<file path="src/hw/rtl/lfst_pkg.sv">
// lfst_pkg: shared types and constants of the lowest-free slot table
// used by lfst_scan, lfst_store, lowest_free_slot_table_core and lfst_checker
package lfst_pkg;

  localparam int SLOTS_DEF   = 64;
  localparam int VALUE_W     = 31;
  localparam int POS_W       = 6;
  localparam int IDX_W       = 6;
  localparam int ST_W        = 2;
  localparam int IN_TDATA_W  = 40;
  localparam int OUT_TDATA_W = 40;
  localparam int ROW_SH      = 3;
  localparam int ROW_BITS    = 1 << ROW_SH;
  localparam int CMP_W       = 16;

  typedef enum logic {
    OP_PUT = 1'b0,
    OP_POP = 1'b1
  } op_e;

  typedef enum logic [ST_W-1:0] {
    ST_OK    = 2'd0,
    ST_FULL  = 2'd1,
    ST_RANGE = 2'd2,
    ST_EMPTY = 2'd3
  } status_e;

  typedef struct packed {
    logic used_we;
    logic val_we;
  } mem_ctl_t;

endpackage

</file>
<file path="src/hw/rtl/lfst_scan.sv">
// lfst_scan: shared free-slot search over one row of used bits
// depends on lfst_pkg
module lfst_scan import lfst_pkg::*; (
  input  logic [ROW_BITS-1:0] used_i,
  input  logic [CMP_W-1:0]    base_i,
  input  logic [CMP_W-1:0]    start_i,
  input  logic [CMP_W-1:0]    limit_i,
  output logic                found_o,
  output logic [CMP_W-1:0]    idx_o,
  output logic [CMP_W-1:0]    next_o,
  output logic                last_o
);

  always_comb begin
    logic [CMP_W-1:0] cand;
    found_o = 1'b0;
    idx_o   = base_i;
    cand    = base_i;
    next_o  = base_i + CMP_W'(ROW_BITS);
    last_o  = (next_o >= limit_i);
    // walk downwards so the lowest free slot wins
    for (int k = ROW_BITS - 1; k >= 0; k--) begin
      cand = base_i + CMP_W'(k);
      if (!used_i[k] && (cand >= start_i) && (cand < limit_i)) begin
        found_o = 1'b1;
        idx_o   = cand;
      end
    end
  end

endmodule

</file>
<file path="src/hw/rtl/lfst_store.sv">
// lfst_store: handle value memory and row-organised used-bit memory
// depends on lfst_pkg
module lfst_store import lfst_pkg::*; #(
  parameter int SLOTS = SLOTS_DEF,
  localparam int IW   = $clog2(SLOTS),
  localparam int ROWS = (SLOTS + ROW_BITS - 1) / ROW_BITS,
  localparam int RW   = (ROWS > 1) ? $clog2(ROWS) : 1
) (
  input  logic                clk_i,
  input  mem_ctl_t            ctl_i,
  input  logic [RW-1:0]       used_waddr_i,
  input  logic [ROW_BITS-1:0] used_wdata_i,
  input  logic [RW-1:0]       used_raddr_i,
  output logic [ROW_BITS-1:0] used_rdata_o,
  input  logic [IW-1:0]       val_waddr_i,
  input  logic [VALUE_W-1:0]  val_wdata_i,
  input  logic [IW-1:0]       val_raddr_i,
  output logic [VALUE_W-1:0]  val_rdata_o
);

  logic [ROW_BITS-1:0] used_mem [ROWS];
  logic [VALUE_W-1:0]  val_mem  [SLOTS];

  always_ff @(posedge clk_i) begin
    if (ctl_i.used_we) begin
      used_mem[used_waddr_i] <= used_wdata_i;
    end
    used_rdata_o <= used_mem[used_raddr_i];
  end

  always_ff @(posedge clk_i) begin
    if (ctl_i.val_we) begin
      val_mem[val_waddr_i] <= val_wdata_i;
    end
    val_rdata_o <= val_mem[val_raddr_i];
  end

endmodule

</file>
<file path="src/hw/rtl/lowest_free_slot_table_core.sv">
// Slot table that puts handles into the lowest free slot and pops them by index. After
// reset the used bits are cleared one row of eight slots per cycle while the input is
// not ready. A pop, a put into a full table, and a put that lands at the high-water mark
// pass from the input beat through the execute and done states to the result beat; a put
// into a gap also searches each further row of eight used bits up to the high-water mark,
// one row at a time, as set by the eight-bit row search unit and the single read port of
// the used-bit memory. One item is in work at a time; a finished result waits in the output
// register while the next item is taken.
// depends on lfst_pkg, lfst_scan, lfst_store
module lowest_free_slot_table_core import lfst_pkg::*; #(
  parameter int SLOTS = SLOTS_DEF
) (
  input  logic                   clk_i,
  input  logic                   rst_ni,
  input  logic                   s_axis_tvalid,
  output logic                   s_axis_tready,
  input  logic [IN_TDATA_W-1:0]  s_axis_tdata,   // value[30:0], position[36:31]
  input  logic                   s_axis_tuser,   // opcode[0]
  output logic                   m_axis_tvalid,
  input  logic                   m_axis_tready,
  output logic [OUT_TDATA_W-1:0] m_axis_tdata,   // slot_index[5:0], read_value[36:6]
  output logic [ST_W-1:0]        m_axis_tuser    // status[1:0]
);

  localparam int IW   = $clog2(SLOTS);
  localparam int PW   = $clog2(SLOTS + 1);
  localparam int ROWS = (SLOTS + ROW_BITS - 1) / ROW_BITS;
  localparam int RW   = (ROWS > 1) ? $clog2(ROWS) : 1;

  typedef enum logic [4:0] {
    S_CLEAR = 5'b00001,
    S_IDLE  = 5'b00010,
    S_EXEC  = 5'b00100,
    S_SCAN  = 5'b01000,
    S_DONE  = 5'b10000
  } state_e;

  state_e              state_q, state_d;
  logic [RW-1:0]       clr_q, clr_d;
  logic [PW-1:0]       lf_q, lf_d;
  logic [PW-1:0]       hw_q, hw_d;
  op_e                 op_q, op_d;
  logic [VALUE_W-1:0]  val_q, val_d;
  logic [POS_W-1:0]    pos_q, pos_d;
  logic [CMP_W-1:0]    base_q, base_d;
  logic [CMP_W-1:0]    start_q, start_d;
  logic [IDX_W-1:0]    res_idx_q, res_idx_d;
  logic [VALUE_W-1:0]  res_val_q, res_val_d;
  status_e             res_st_q, res_st_d;
  logic                out_valid_q, out_valid_d;
  logic [IDX_W-1:0]    out_idx_q, out_idx_d;
  logic [VALUE_W-1:0]  out_val_q, out_val_d;
  status_e             out_st_q, out_st_d;

  logic                in_acc;
  op_e                 in_op;
  logic [VALUE_W-1:0]  in_val;
  logic [POS_W-1:0]    in_pos;
  logic [CMP_W-1:0]    lf_w, hw_w, pos_w;
  logic [CMP_W-1:0]    scan_base, scan_start, scan_idx, scan_next;
  logic                scan_found, scan_last;
  logic                out_free;
  logic                pop_ok;

  mem_ctl_t            mem_ctl;
  logic [RW-1:0]       used_waddr, used_raddr;
  logic [ROW_BITS-1:0] used_wdata, used_rdata;
  logic [IW-1:0]       val_waddr, val_raddr;
  logic [VALUE_W-1:0]  val_rdata;

  assign in_op  = op_e'(s_axis_tuser);
  assign in_val = s_axis_tdata[VALUE_W-1:0];
  assign in_pos = s_axis_tdata[VALUE_W+POS_W-1:VALUE_W];

  assign s_axis_tready = (state_q == S_IDLE);
  assign in_acc        = s_axis_tvalid && s_axis_tready;
  assign out_free      = !out_valid_q || m_axis_tready;

  assign lf_w  = CMP_W'(lf_q);
  assign hw_w  = CMP_W'(hw_q);
  assign pos_w = CMP_W'(pos_q);

  // first row comes straight from the accept read, later rows from the scan registers
  assign scan_base  = (state_q == S_EXEC) ? (lf_w & ~CMP_W'(ROW_BITS - 1)) : base_q;
  assign scan_start = (state_q == S_EXEC) ? (lf_w + CMP_W'(1)) : start_q;

  assign pop_ok = (pos_w < CMP_W'(SLOTS)) && used_rdata[ROW_SH'(pos_q)];

  lfst_scan u_scan (
    .used_i  (used_rdata),
    .base_i  (scan_base),
    .start_i (scan_start),
    .limit_i (hw_w),
    .found_o (scan_found),
    .idx_o   (scan_idx),
    .next_o  (scan_next),
    .last_o  (scan_last)
  );

  lfst_store #(
    .SLOTS (SLOTS)
  ) u_store (
    .clk_i        (clk_i),
    .ctl_i        (mem_ctl),
    .used_waddr_i (used_waddr),
    .used_wdata_i (used_wdata),
    .used_raddr_i (used_raddr),
    .used_rdata_o (used_rdata),
    .val_waddr_i  (val_waddr),
    .val_wdata_i  (val_q),
    .val_raddr_i  (val_raddr),
    .val_rdata_o  (val_rdata)
  );

  always_comb begin
    state_d     = state_q;
    clr_d       = clr_q;
    lf_d        = lf_q;
    hw_d        = hw_q;
    op_d        = op_q;
    val_d       = val_q;
    pos_d       = pos_q;
    base_d      = base_q;
    start_d     = start_q;
    res_idx_d   = res_idx_q;
    res_val_d   = res_val_q;
    res_st_d    = res_st_q;
    out_valid_d = out_valid_q && !m_axis_tready;
    out_idx_d   = out_idx_q;
    out_val_d   = out_val_q;
    out_st_d    = out_st_q;

    mem_ctl    = '0;
    used_waddr = RW'(lf_w >> ROW_SH);
    used_wdata = used_rdata | (ROW_BITS'(1) << ROW_SH'(lf_q));
    val_waddr  = IW'(lf_q);
    val_raddr  = IW'(in_pos);
    used_raddr = RW'(scan_next >> ROW_SH);

    unique case (state_q)
      S_CLEAR: begin
        mem_ctl.used_we = 1'b1;
        used_waddr      = clr_q;
        used_wdata      = '0;
        clr_d           = clr_q + RW'(1);
        if (clr_q == RW'(ROWS - 1)) begin
          state_d = S_IDLE;
        end
      end
      S_IDLE: begin
        // read the row the item will look at
        if (in_op == OP_PUT) begin
          used_raddr = RW'(lf_w >> ROW_SH);
        end else begin
          used_raddr = RW'(CMP_W'(in_pos) >> ROW_SH);
        end
        if (in_acc) begin
          op_d    = in_op;
          val_d   = in_val;
          pos_d   = in_pos;
          state_d = S_EXEC;
        end
      end
      S_EXEC: begin
        if (op_q == OP_PUT) begin
          if (lf_w >= CMP_W'(SLOTS)) begin
            res_idx_d = '0;
            res_val_d = '0;
            res_st_d  = ST_FULL;
            state_d   = S_DONE;
          end else begin
            mem_ctl.used_we = 1'b1;
            mem_ctl.val_we  = 1'b1;
            res_idx_d       = IDX_W'(lf_q);
            res_val_d       = '0;
            res_st_d        = ST_OK;
            start_d         = scan_start;
            base_d          = scan_next;
            if (lf_q == hw_q) begin
              lf_d    = PW'(lf_w + CMP_W'(1));
              hw_d    = PW'(lf_w + CMP_W'(1));
              state_d = S_DONE;
            end else if (scan_found) begin
              lf_d    = PW'(scan_idx);
              state_d = S_DONE;
            end else if (scan_last) begin
              lf_d    = hw_q;
              state_d = S_DONE;
            end else begin
              state_d = S_SCAN;
            end
          end
        end else begin
          res_idx_d = IDX_W'(pos_q);
          res_val_d = '0;
          state_d   = S_DONE;
          if (pos_w >= CMP_W'(SLOTS)) begin
            res_st_d = ST_RANGE;
          end else if (!pop_ok) begin
            res_st_d = ST_EMPTY;
          end else begin
            mem_ctl.used_we = 1'b1;
            used_waddr      = RW'(pos_w >> ROW_SH);
            used_wdata      = used_rdata & ~(ROW_BITS'(1) << ROW_SH'(pos_q));
            res_val_d       = val_rdata;
            res_st_d        = ST_OK;
            if (lf_w > pos_w) begin
              lf_d = PW'(pos_w);
            end
            if (hw_w == pos_w + CMP_W'(1)) begin
              hw_d = PW'(pos_w);
            end
          end
        end
      end
      S_SCAN: begin
        base_d = scan_next;
        if (scan_found) begin
          lf_d    = PW'(scan_idx);
          state_d = S_DONE;
        end else if (scan_last) begin
          lf_d    = hw_q;
          state_d = S_DONE;
        end
      end
      S_DONE: begin
        if (out_free) begin
          out_valid_d = 1'b1;
          out_idx_d   = res_idx_q;
          out_val_d   = res_val_q;
          out_st_d    = res_st_q;
          state_d     = S_IDLE;
        end
      end
      default: begin
        state_d = S_CLEAR;
      end
    endcase
  end

  always_ff @(posedge clk_i or negedge rst_ni) begin
    if (!rst_ni) begin
      state_q     <= S_CLEAR;
      clr_q       <= '0;
      lf_q        <= '0;
      hw_q        <= '0;
      out_valid_q <= 1'b0;
    end else begin
      state_q     <= state_d;
      clr_q       <= clr_d;
      lf_q        <= lf_d;
      hw_q        <= hw_d;
      out_valid_q <= out_valid_d;
    end
  end

  always_ff @(posedge clk_i) begin
    op_q      <= op_d;
    val_q     <= val_d;
    pos_q     <= pos_d;
    base_q    <= base_d;
    start_q   <= start_d;
    res_idx_q <= res_idx_d;
    res_val_q <= res_val_d;
    res_st_q  <= res_st_d;
    out_idx_q <= out_idx_d;
    out_val_q <= out_val_d;
    out_st_q  <= out_st_d;
  end

  assign m_axis_tvalid = out_valid_q;
  assign m_axis_tdata  = {(OUT_TDATA_W - VALUE_W - IDX_W)'(0), out_val_q, out_idx_q};
  assign m_axis_tuser  = out_st_q;

endmodule

</file>
<file path="config.mk">
export PLATFORM = sky130hd
export DESIGN_NAME = lowest_free_slot_table_core
export DESIGN_NICKNAME = d
export VERILOG_FILES = /design/src/hw/rtl/lfst_pkg.sv /design/src/hw/rtl/lfst_scan.sv /design/src/hw/rtl/lfst_store.sv /design/src/hw/rtl/lowest_free_slot_table_core.sv
export SDC_FILE = /design/constraint.sdc
export NUM_CORES = 2
export LEC_CHECK = 0
export ABC_AREA = 1
export BUFFER_PORTS_ARGS = -buffer_cell sky130_fd_sc_hd__buf_2
export CELL_PAD_IN_SITES_DETAIL_PLACEMENT = 0
export CELL_PAD_IN_SITES_GLOBAL_PLACEMENT = 2
export CORE_ASPECT_RATIO = 0.9
export CORE_MARGIN = 5
export CORE_UTILIZATION = 45
export CTS_CLUSTER_DIAMETER = 80
export DETAILED_ROUTE_END_ITERATION = 7
export PLACE_DENSITY_LB_ADDON = 0.1
export SLEW_MARGIN = 20
export SYNTH_ARGS = -nofsm -noshare
export SYNTH_HDL_FRONTEND = slang
export SYNTH_SLANG_ARGS = --single-unit
</file>
<file path="constraint.sdc">
create_clock -name clk_i -period 6.25 [get_ports clk_i]
set_input_delay 0.3125 -clock clk_i [delete_from_list [all_inputs] [get_ports clk_i]]
set_output_delay 0.3125 -clock clk_i [all_outputs]
set_load 0.005 [all_outputs]
</file>
== Word level (Yosys, flattened, before mapping) ==
Memories as Yosys holds them, arrays and structs flattened. A register that Yosys moved wholly into a read port is not among the register bits.
Cells that the tools add are included.

* Memory bits (writable): 2048
* Input bits: 45
* Register bits: 171
* Output and inout bits: 44
* Logic and storage cells: 199
* Memories: 2

* Multiplexer cells: 78
* Reduce and logical (&&, ||, !) cells: 40
* Magnitude comparators: 22
* Shift-type cells: 2
* Add/sub/neg operators: 11
* Bitwise operators: 6
* Equal/unequal tests: 22

{| class="wikitable"
|+ Memory list
! memory !! words !! width !! rd ports !! clocked after Yosys merged registers in !! wr ports !! line !! text
|-
| u_store.val_mem || 64 || 31 || 1 || 1 || 1 || lfst_store.sv:22 || <nowiki>logic [VALUE_W-1:0] val_mem [SLOTS];</nowiki>
|-
| u_store.used_mem || 8 || 8 || 1 || 1 || 1 || lfst_store.sv:21 || <nowiki>logic [ROW_BITS-1:0] used_mem [ROWS];</nowiki>
|}

{| class="wikitable"
|+ Operators with widths
! kind !! count
|-
| two-way mux 7 bit || 22
|-
| greater-or-equal comparator 16 bit || 8
|-
| less-than comparator 16 x 7 -> 1 bit || 8
|-
| adder 16 x 3 -> 16 bit (second input constant) || 4
|-
| two-way mux 16 bit || 4
|-
| two-way mux 5 bit || 10
|-
| adder 16 x 2 -> 16 bit (second input constant) || 2
|-
| one-hot mux 16 bit (2 select lines) || 1
|-
| one-hot mux 5 bit (5 select lines) || 1
|-
| two-way mux 8 bit || 3
|-
| two-way mux 1 bit || 21
|-
| logical AND 1 bit || 19
|-
| adder 16 x 1 -> 16 bit (second input constant) || 1
|-
| adder 16 x 4 -> 16 bit (second input constant) || 1
|-
| greater-or-equal comparator 16 x 7 -> 1 bit || 1
|-
| one-hot mux 8 bit (2 select lines) || 1
|-
| left shift 1 x 3 -> 8 bit (first input constant) || 2
|-
| two-way mux 3 bit || 5
|-
| equality test 7 bit || 2
|-
| one-hot mux 7 bit (2 select lines) || 1
|-
| two-way mux 6 bit || 2
|-
| inequality test 2 bit (second input constant) || 6
|-
| inequality test 3 bit (second input constant) || 4
|-
| zero test 1 bit || 10
|-
| other kinds (32) || 42
|}

== Depth between registers and ports, before layout ==
* Depth in word-level cells: 19
* Depth in mapped cells: 38
* Depth with buffers taken out: 35

== By module ==
Synthesis repeated with hierarchy kept, for this count alone.

* Cell total of the unflattened synthesis: 9071
* Area, all modules: 99565.5 µm²

{| class="wikitable"
|+ By module, submodules not included
! module !! times used !! cells each !! sequential area each (µm²) !! area each (µm²)
|-
| lfst_store || 1 || 6928 || 62279.7 || 83121.0
|-
| lfst_scan || 1 || 1405 || 0.0 || 8747.1
|-
| lowest_free_slot_table_core || 1 || 738 || 5021.1 || 7697.4
|}

== Worst setup path after synthesis ==
No wires, ideal clock.

* Kind: register -> register
* Start: reg state_q[1]
* End: reg lf_q[2]
* Setup slack: 1.367 ns
* Data required time: 6.128 ns
* Period minus slack after synthesis: 4.883 ns
* Setup time: 0.122 ns
* Arrival: 4.762 ns
* Cell stages (with the launch flop): 29
* Buffers on the path: 4
* Cell sequence: dfrtp_1 -> nor2_4 -> nand3_4 -> buf_6 -> inv_1 -> clkbuf_1 -> clkbuf_1 -> o22ai_1 -> inv_1 -> ha_1 -> nand4_1 -> inv_1 -> nand2_1 -> o211ai_1 -> nand2_1 -> nand2_1 -> a21oi_1 -> nor2_1 -> nand2_2 -> nand2_2 -> inv_2 -> nand2_1 -> nor2_1 -> nand2_2 -> buf_6 -> o21ai_0 -> inv_1 -> nand2_1 -> a21oi_2

* Elaborated cells on any way between the ends: 73
* Those cells by class: 8 x add/sub; 17 x order compare; 6 x eq/ne; 24 x mux; 18 x reduce/logical

{| class="wikitable"
|+ RTL lines
! item !! line !! text
|-
| start: declaration || lowest_free_slot_table_core.sv:38 || <nowiki>state_e state_q, state_d;</nowiki>
|-
| start signal: assignment || lowest_free_slot_table_core.sv:249 || <nowiki>state_q <= state_d;</nowiki>
|-
| equality test 5 x 3 -> 1 bit (*) || lowest_free_slot_table_core.sv:85 || <nowiki>assign scan_start = (state_q == S_EXEC) ? (lf_w + CMP_W'(1)) : start_q;</nowiki>
|-
| two-way mux 16 bit (*) || lowest_free_slot_table_core.sv:85 ||
|-
| named net scan_start[7] || lowest_free_slot_table_core.sv:60 || <nowiki>logic [CMP_W-1:0] scan_base, scan_start, scan_idx, scan_next;</nowiki>
|-
| greater-or-equal comparator 16 bit || lfst_scan.sv:24 || <nowiki>if (!used_i[k] && (cand >= start_i) && (cand < limit_i)) begin</nowiki>
|-
| logical AND 1 bit (2 in a row) || lfst_scan.sv:24 ||
|-
| two-way mux 7 bit / two-way mux 1 bit (equally long branches) (8 in a row) || lfst_scan.sv:24 ||
|-
| two-way mux 7 bit (*) || lowest_free_slot_table_core.sv:183 || <nowiki>end else if (scan_found) begin</nowiki>
|-
| two-way mux 7 bit || lowest_free_slot_table_core.sv:179 || <nowiki>if (lf_q == hw_q) begin</nowiki>
|-
| two-way mux 7 bit || lowest_free_slot_table_core.sv:166 || <nowiki>if (lf_w >= CMP_W'(SLOTS)) begin</nowiki>
|-
| two-way mux 7 bit || lowest_free_slot_table_core.sv:165 || <nowiki>if (op_q == OP_PUT) begin</nowiki>
|-
| one-hot mux 7 bit (2 select lines) (*) || lowest_free_slot_table_core.sv:140 || <nowiki>unique case (state_q)</nowiki>
|-
| end signal: assignment || lowest_free_slot_table_core.sv:251 || <nowiki>lf_q <= lf_d;</nowiki>
|-
| end: declaration || lowest_free_slot_table_core.sv:40 || <nowiki>logic [PW-1:0] lf_q, lf_d;</nowiki>
|}

The timed path passes the listed nets; every way through them passes the cells marked *. The select of a mux whose other input is x is not followed.
A chain may end at the register's enable or synchronous reset.

== Worst setup path in the final report ==
* Start: reg state_q[0]
* End: reg lf_q[3]

* Cells in the longest elaborated chain, start to end: 19
* Elaborated cells on any way between the ends: 73
* Those cells by class: 8 x add/sub; 17 x order compare; 6 x eq/ne; 24 x mux; 18 x reduce/logical

{| class="wikitable"
|+ Ends and longest elaborated chain
! item !! line !! text
|-
| equality test 5 x 3 -> 1 bit || lowest_free_slot_table_core.sv:84, lowest_free_slot_table_core.sv:85, lowest_free_slot_table_core.sv:140 ||
|-
| two-way mux 16 bit || lowest_free_slot_table_core.sv:84 || <nowiki>assign scan_base = (state_q == S_EXEC) ? (lf_w & ~CMP_W'(ROW_BITS - 1)) : base_q;</nowiki>
|-
| adder 16 x 3 -> 16 bit || lfst_scan.sv:23 || <nowiki>cand = base_i + CMP_W'(k);</nowiki>
|-
| greater-or-equal comparator 16 bit || lfst_scan.sv:24 ||
|-
| logical AND 1 bit (2 in a row) || lfst_scan.sv:24 ||
|-
| two-way mux 7 bit / two-way mux 1 bit (equally long branches) (8 in a row) || lfst_scan.sv:24 ||
|-
| two-way mux 7 bit || lowest_free_slot_table_core.sv:183 ||
|-
| two-way mux 7 bit || lowest_free_slot_table_core.sv:179 ||
|-
| two-way mux 7 bit || lowest_free_slot_table_core.sv:166 ||
|-
| two-way mux 7 bit || lowest_free_slot_table_core.sv:165 ||
|-
| one-hot mux 7 bit (2 select lines) || lowest_free_slot_table_core.sv:140 ||
|}

Several ways; a longest one is shown, not always the timed one. The select of a mux whose other input is x is not followed.

==> impl_results.rst <==
.. list-table::
   :header-rows: 1

   * - Metric
     - Value
   * - Run status
     - complete, no violations
   * - Via count
     - 63225
   * - Residual antenna-violating net count after detailed routing
     - 0
   * - Area growth syn-to-layout
     - 12.69%
   * - Total congestion overflow
     - 0
   * - Part of the total power dissipated in the clock network
     - approximately 39%
   * - GRT Util Overall
     - roughly a quarter
   * - Total Neg Setup Slack
     - 0 ns
   * - Core ar.
     - between 0.2 and 0.25 sq mm
   * - Die Span X
     - roughly 500 microns
   * - Hold Path Depth
     - 1
   * - Average cell area after synthesis
     - between 10 and 15 sq um
   * - Crit end category
     - flop
   * - Register bit total from synthesis
     - around 2300
   * - Share of final-layout standard cells stronger than drive strength 1
     - under 10%
   * - Number of different library cells in the post-synthesis netlist
     - 59
   * - Actual slew at the worst max-slew pin
     - ~1.2 ns
   * - Final worst-path setup slack
     - between 0.9 and 1 ns
   * - Most numerous cell on the critical path
     - sky130_fd_sc_hd__nand2_1
   * - Internal power
     - 25.04 mW
   * - Clock latency reported for the late side of the worst-skew pair
     - roughly 0.9 ns
   * - Worst flop-to-flop path startpoint
     - state_q[0]
   * - Maximum level of the CTS H-tree
     - 4
   * - Sequential area share after synthesis
     - between 70% and 80%
   * - Pin count of the biggest net entering global routing
     - roughly 180
   * - Gate power share
     - 9.8%
   * - Data arrival time of the critical path
     - between 6 and 7 ns
   * - Layout Cells excl Fill
     - about 11000
   * - Peak supply drop
     - 0.2785 mV
   * - Final worst-path cycle share
     - 84.87%
   * - Post-DP HPWL
     - roughly 180000 microns
   * - Drt drc
     - 0
   * - Initial cell density of the core
     - 45.34%
   * - Post-Place Cells
     - 10366
   * - Highest attainable clock frequency
     - 0.1885 GHz
   * - Worst-case clock skew
     - between 0.05 and 0.06 ns
   * - Worst Reg-to-Reg Cells
     - 32
   * - Synth async-reset ratio
     - 1.019%
   * - CTS tree
     - yes
   * - Post-route design area
     - about 0.11 sq mm
   * - Reported leakage power
     - approximately 36 nW
   * - Max-capacitance violation count
     - 0
   * - Launching element type of the critical path
     - flop
   * - Number of max-slew violations in the final report
     - 0
   * - Root cell of the clock tree
     - sky130_fd_sc_hd__clkbuf_16
   * - Placed Area
     - slightly below 0.1 sq mm
   * - Worst-path maximum fanout
     - 26
   * - Net switching power
     - 8.482 mW
   * - Netlist area before placement
     - around 0.095 sq mm
   * - RD Place Congestion
     - roughly 0.89
   * - TritonRoute pass-1 iters
     - 7
   * - Register share of total power
     - roughly 50%
   * - Number of failing hold endpoints at the final stage
     - 0
   * - Worst min-delay path category
     - input pin to flop
   * - Pwr/cell area
     - 313.5 mW/mm^2
   * - Final wirelength
     - 299100 microns
   * - Wirelength per Cell
     - 27.63 microns
   * - Number of flops mapped to enable cells by yosys
     - 2196
   * - Avg Vias per Cell
     - roughly 5.8
   * - Standard-cell row count
     - 159
   * - Warnings from Yosys
     - 0
   * - Crit Reg-Reg Endpoint
     - lf_q[3]
   * - Slowest cell on crit path
     - sky130_fd_sc_hd__dfstp_2
   * - Number of ports placed on the die boundary
     - around 90
   * - Number of buffers on the longest clock path
     - 3
   * - Final setup violation count
     - 0
   * - IO Port Bufs
     - a little over 80
   * - Worst Path Required
     - approximately 7.0 ns
   * - Via count of the first global-routing pass
     - around 59000
   * - Primary flip-flop cell chosen by synthesis mapping
     - sky130_fd_sc_hd__edfxtp_1
   * - Worst reg2reg setup slack
     - around 0.95 ns
   * - Max stage delay on crit path
     - 0.56 ns
   * - Drt initial violations
     - roughly 6600
   * - Worst hold endpoint
     - pos_q[3]
   * - Switching Fraction
     - 25.30%
   * - Tmin final
     - between 5 and 6 ns
   * - Global-route wire length before repair
     - approximately 430000 microns
   * - Number of fill cells
     - approximately 18000
   * - Cell count after synthesis
     - between 7000 and 8000
   * - Nets
     - ~8000
   * - Critical path class
     - flop to flop
   * - TritonCTS sink count
     - roughly 2300
   * - Max-Slew Margin vs Limit
     - roughly 22%
   * - Unrepaired setup endpoints after global routing
     - no
   * - Worst min-delay path startpoint
     - s_axis_tdata[34]
   * - Die Span Y
     - 445.6 microns
   * - Initial antenna violation count
     - 16
   * - Setup slack at placement
     - roughly 0.95 ns
   * - Worst-path clk slew
     - roughly 0.070 ns
   * - Total CTS buffers
     - approximately 230
   * - Post-CTS Setup Inserts
     - 0
   * - Overall power
     - approximately 34 mW
   * - Total Die Area
     - between 0.2 and 0.25 sq mm
==> cell usage after synthesis, types with 20 or more instances <==
cell / number / area, sq um
sky130_fd_sc_hd__dfxtp_1: 39 / 780.8
sky130_fd_sc_hd__inv_2: 20 / 75.07
sky130_fd_sc_hd__edfxtp_1: 2196 / 65940
sky130_fd_sc_hd__o22ai_1: 531 / 3322
sky130_fd_sc_hd__nand2_1: 394 / 1479
sky130_fd_sc_hd__clkbuf_1: 442 / 1659
sky130_fd_sc_hd__a21oi_1: 119 / 595.6
sky130_fd_sc_hd__o32ai_1: 27 / 236.5
sky130_fd_sc_hd__nand4_1: 25 / 156.4
sky130_fd_sc_hd__ha_1: 191 / 2390
sky130_fd_sc_hd__nor2_1: 1520 / 5705
sky130_fd_sc_hd__dfrtp_1: 22 / 550.5
sky130_fd_sc_hd__o211ai_1: 39 / 292.8
sky130_fd_sc_hd__o21bai_1: 26 / 195.2
sky130_fd_sc_hd__nand2_2: 21 / 131.4
sky130_fd_sc_hd__nand3_1: 140 / 700.7
sky130_fd_sc_hd__xor2_1: 80 / 700.7
sky130_fd_sc_hd__o221ai_1: 73 / 639.4
sky130_fd_sc_hd__o21ai_0: 1369 / 6852
sky130_fd_sc_hd__inv_1: 259 / 972.2
==> worst max-delay path, delay by kind of cell, from the launching register on <==
| family | cells | cell delay [ns] |
|---|---|---|
| and+or+nand+nor | 26 | 3.64 |
| buffers and inverters | 4 | 0.62 |
| DFF | 1 | 0.56 |
| adders and majority gates | 1 | 0.28 |
| AOI/OAI and AO/OA | 1 | 0.08 |
==> stage by stage <==
stage          util (%)  hold WS [ns]
2_1_floorplan         -       0.01691
3_3_place_gp      47.53        0.3847
3_5_place_dp      47.53        0.3856
4_1_cts           51.08      0.007378
5_1_grt           51.08       0.04324
6_report          51.09        0.1293
==> worst max path at each step <==
stage / start / to / slack [ns] / depth (start not counted)
6_report: state_q[0] / lf_q[3] / 0.95 / 32
5_1_grt: state_q[0] / lf_q[0] / 0.63 / 33
4_1_cts: state_q[0] / state_q[1] / 0.97 / 30
3_5_place_dp: state_q[0] / lf_q[0] / 0.95 / 33
3_3_place_gp: state_q[0] / lf_q[0] / 0.92 / 33
2_1_floorplan: state_q[1] / lf_q[2] / 1.37 / 28
==> logic make-up after synthesis <==
logic type	count (synthesis)	share of synthesized area, %
fa+ha+maj	191	2.519
other cells	1	0.003952
flops	2258	70.93
xor+xnor	85	0.7846
buf+inv	756	3.063
compound gates	2239	13.19
simple gates	2195	9.504
==> flip-flops by register name, summed over array words and instances, names as in the netlist <==
signal,cells
base_q,16
clr_q,3
hw_q,7
lf_q,7
m_axis_tuser,2
m_axis_tvalid,1
op_q,1
out_idx_q,6
out_val_q,31
pos_q,6
res_idx_q,6
res_st_q,2
res_val_q,31
start_q,16
state_q,5
u_store.used_mem,64
u_store.used_rdata_o,8
u_store.val_mem,1984
u_store.val_rdata_o,31
val_q,31
==> metal layers <==
metal | wire length, microns | global-route usage, % | share of wire [%] | vias up
met2 | 131500 | 39.62 | 44 | 2237
met5 | 20 | 0 | 0.0067 | -
met3 | 26150 | 6.418 | 8.7 | 352
met4 | 6036 | 6.028 | 2.0 | 2
met1 | 135500 | 39.65 | 45 | 31964
li1 | - | - | - | 28670
==> power by group through the flow <==
stage | clock network (mW) | logic (mW) | registers, mW
floorplan | 0 | 1.75 | 17.5
global placement | 0 | 3.20 | 17.5
detailed placement | 0 | 3.24 | 17.5
CTS | 13.3 | 3.26 | 17.2
global route | 14.0 | 3.61 | 17.2
finish | 13.1 | 3.29 | 17.2
==> cell usage in the layout, fill, tap and decap left out, types with 80 or more instances in the layout <==
master / count
sky130_fd_sc_hd__nand3_1: 139
sky130_fd_sc_hd__nand2_1: 394
sky130_fd_sc_hd__inv_1: 255
sky130_fd_sc_hd__nor2_1: 1454
sky130_fd_sc_hd__a21oi_1: 118
sky130_fd_sc_hd__o21ai_0: 1364
sky130_fd_sc_hd__edfxtp_1: 2196
sky130_fd_sc_hd__xor2_1: 80
sky130_fd_sc_hd__o22ai_1: 531
sky130_fd_sc_hd__ha_1: 191
sky130_fd_sc_hd__clkbuf_16: 226
sky130_fd_sc_hd__buf_4: 185
==> layout make-up <==
type	count	area [sq um]	area share (%)
tap	2817	3525	3.296
timing repair buffer	329	2724	2.547
clock inverter	121	1035	0.9677
clock buffer	297	6032	5.641
sequential	2258	67300	62.94
inverter	286	1099	1.027
antenna	6	15.01	0.01404
multi-input combinational	4713	25200	23.56
==> timing repair <==
item                                   CTS  global route
gates resized for setup                  0             0
endpoints found under the hold margin   59             0
hold buffers                            37             0
(Power assumes the default switching activity.)
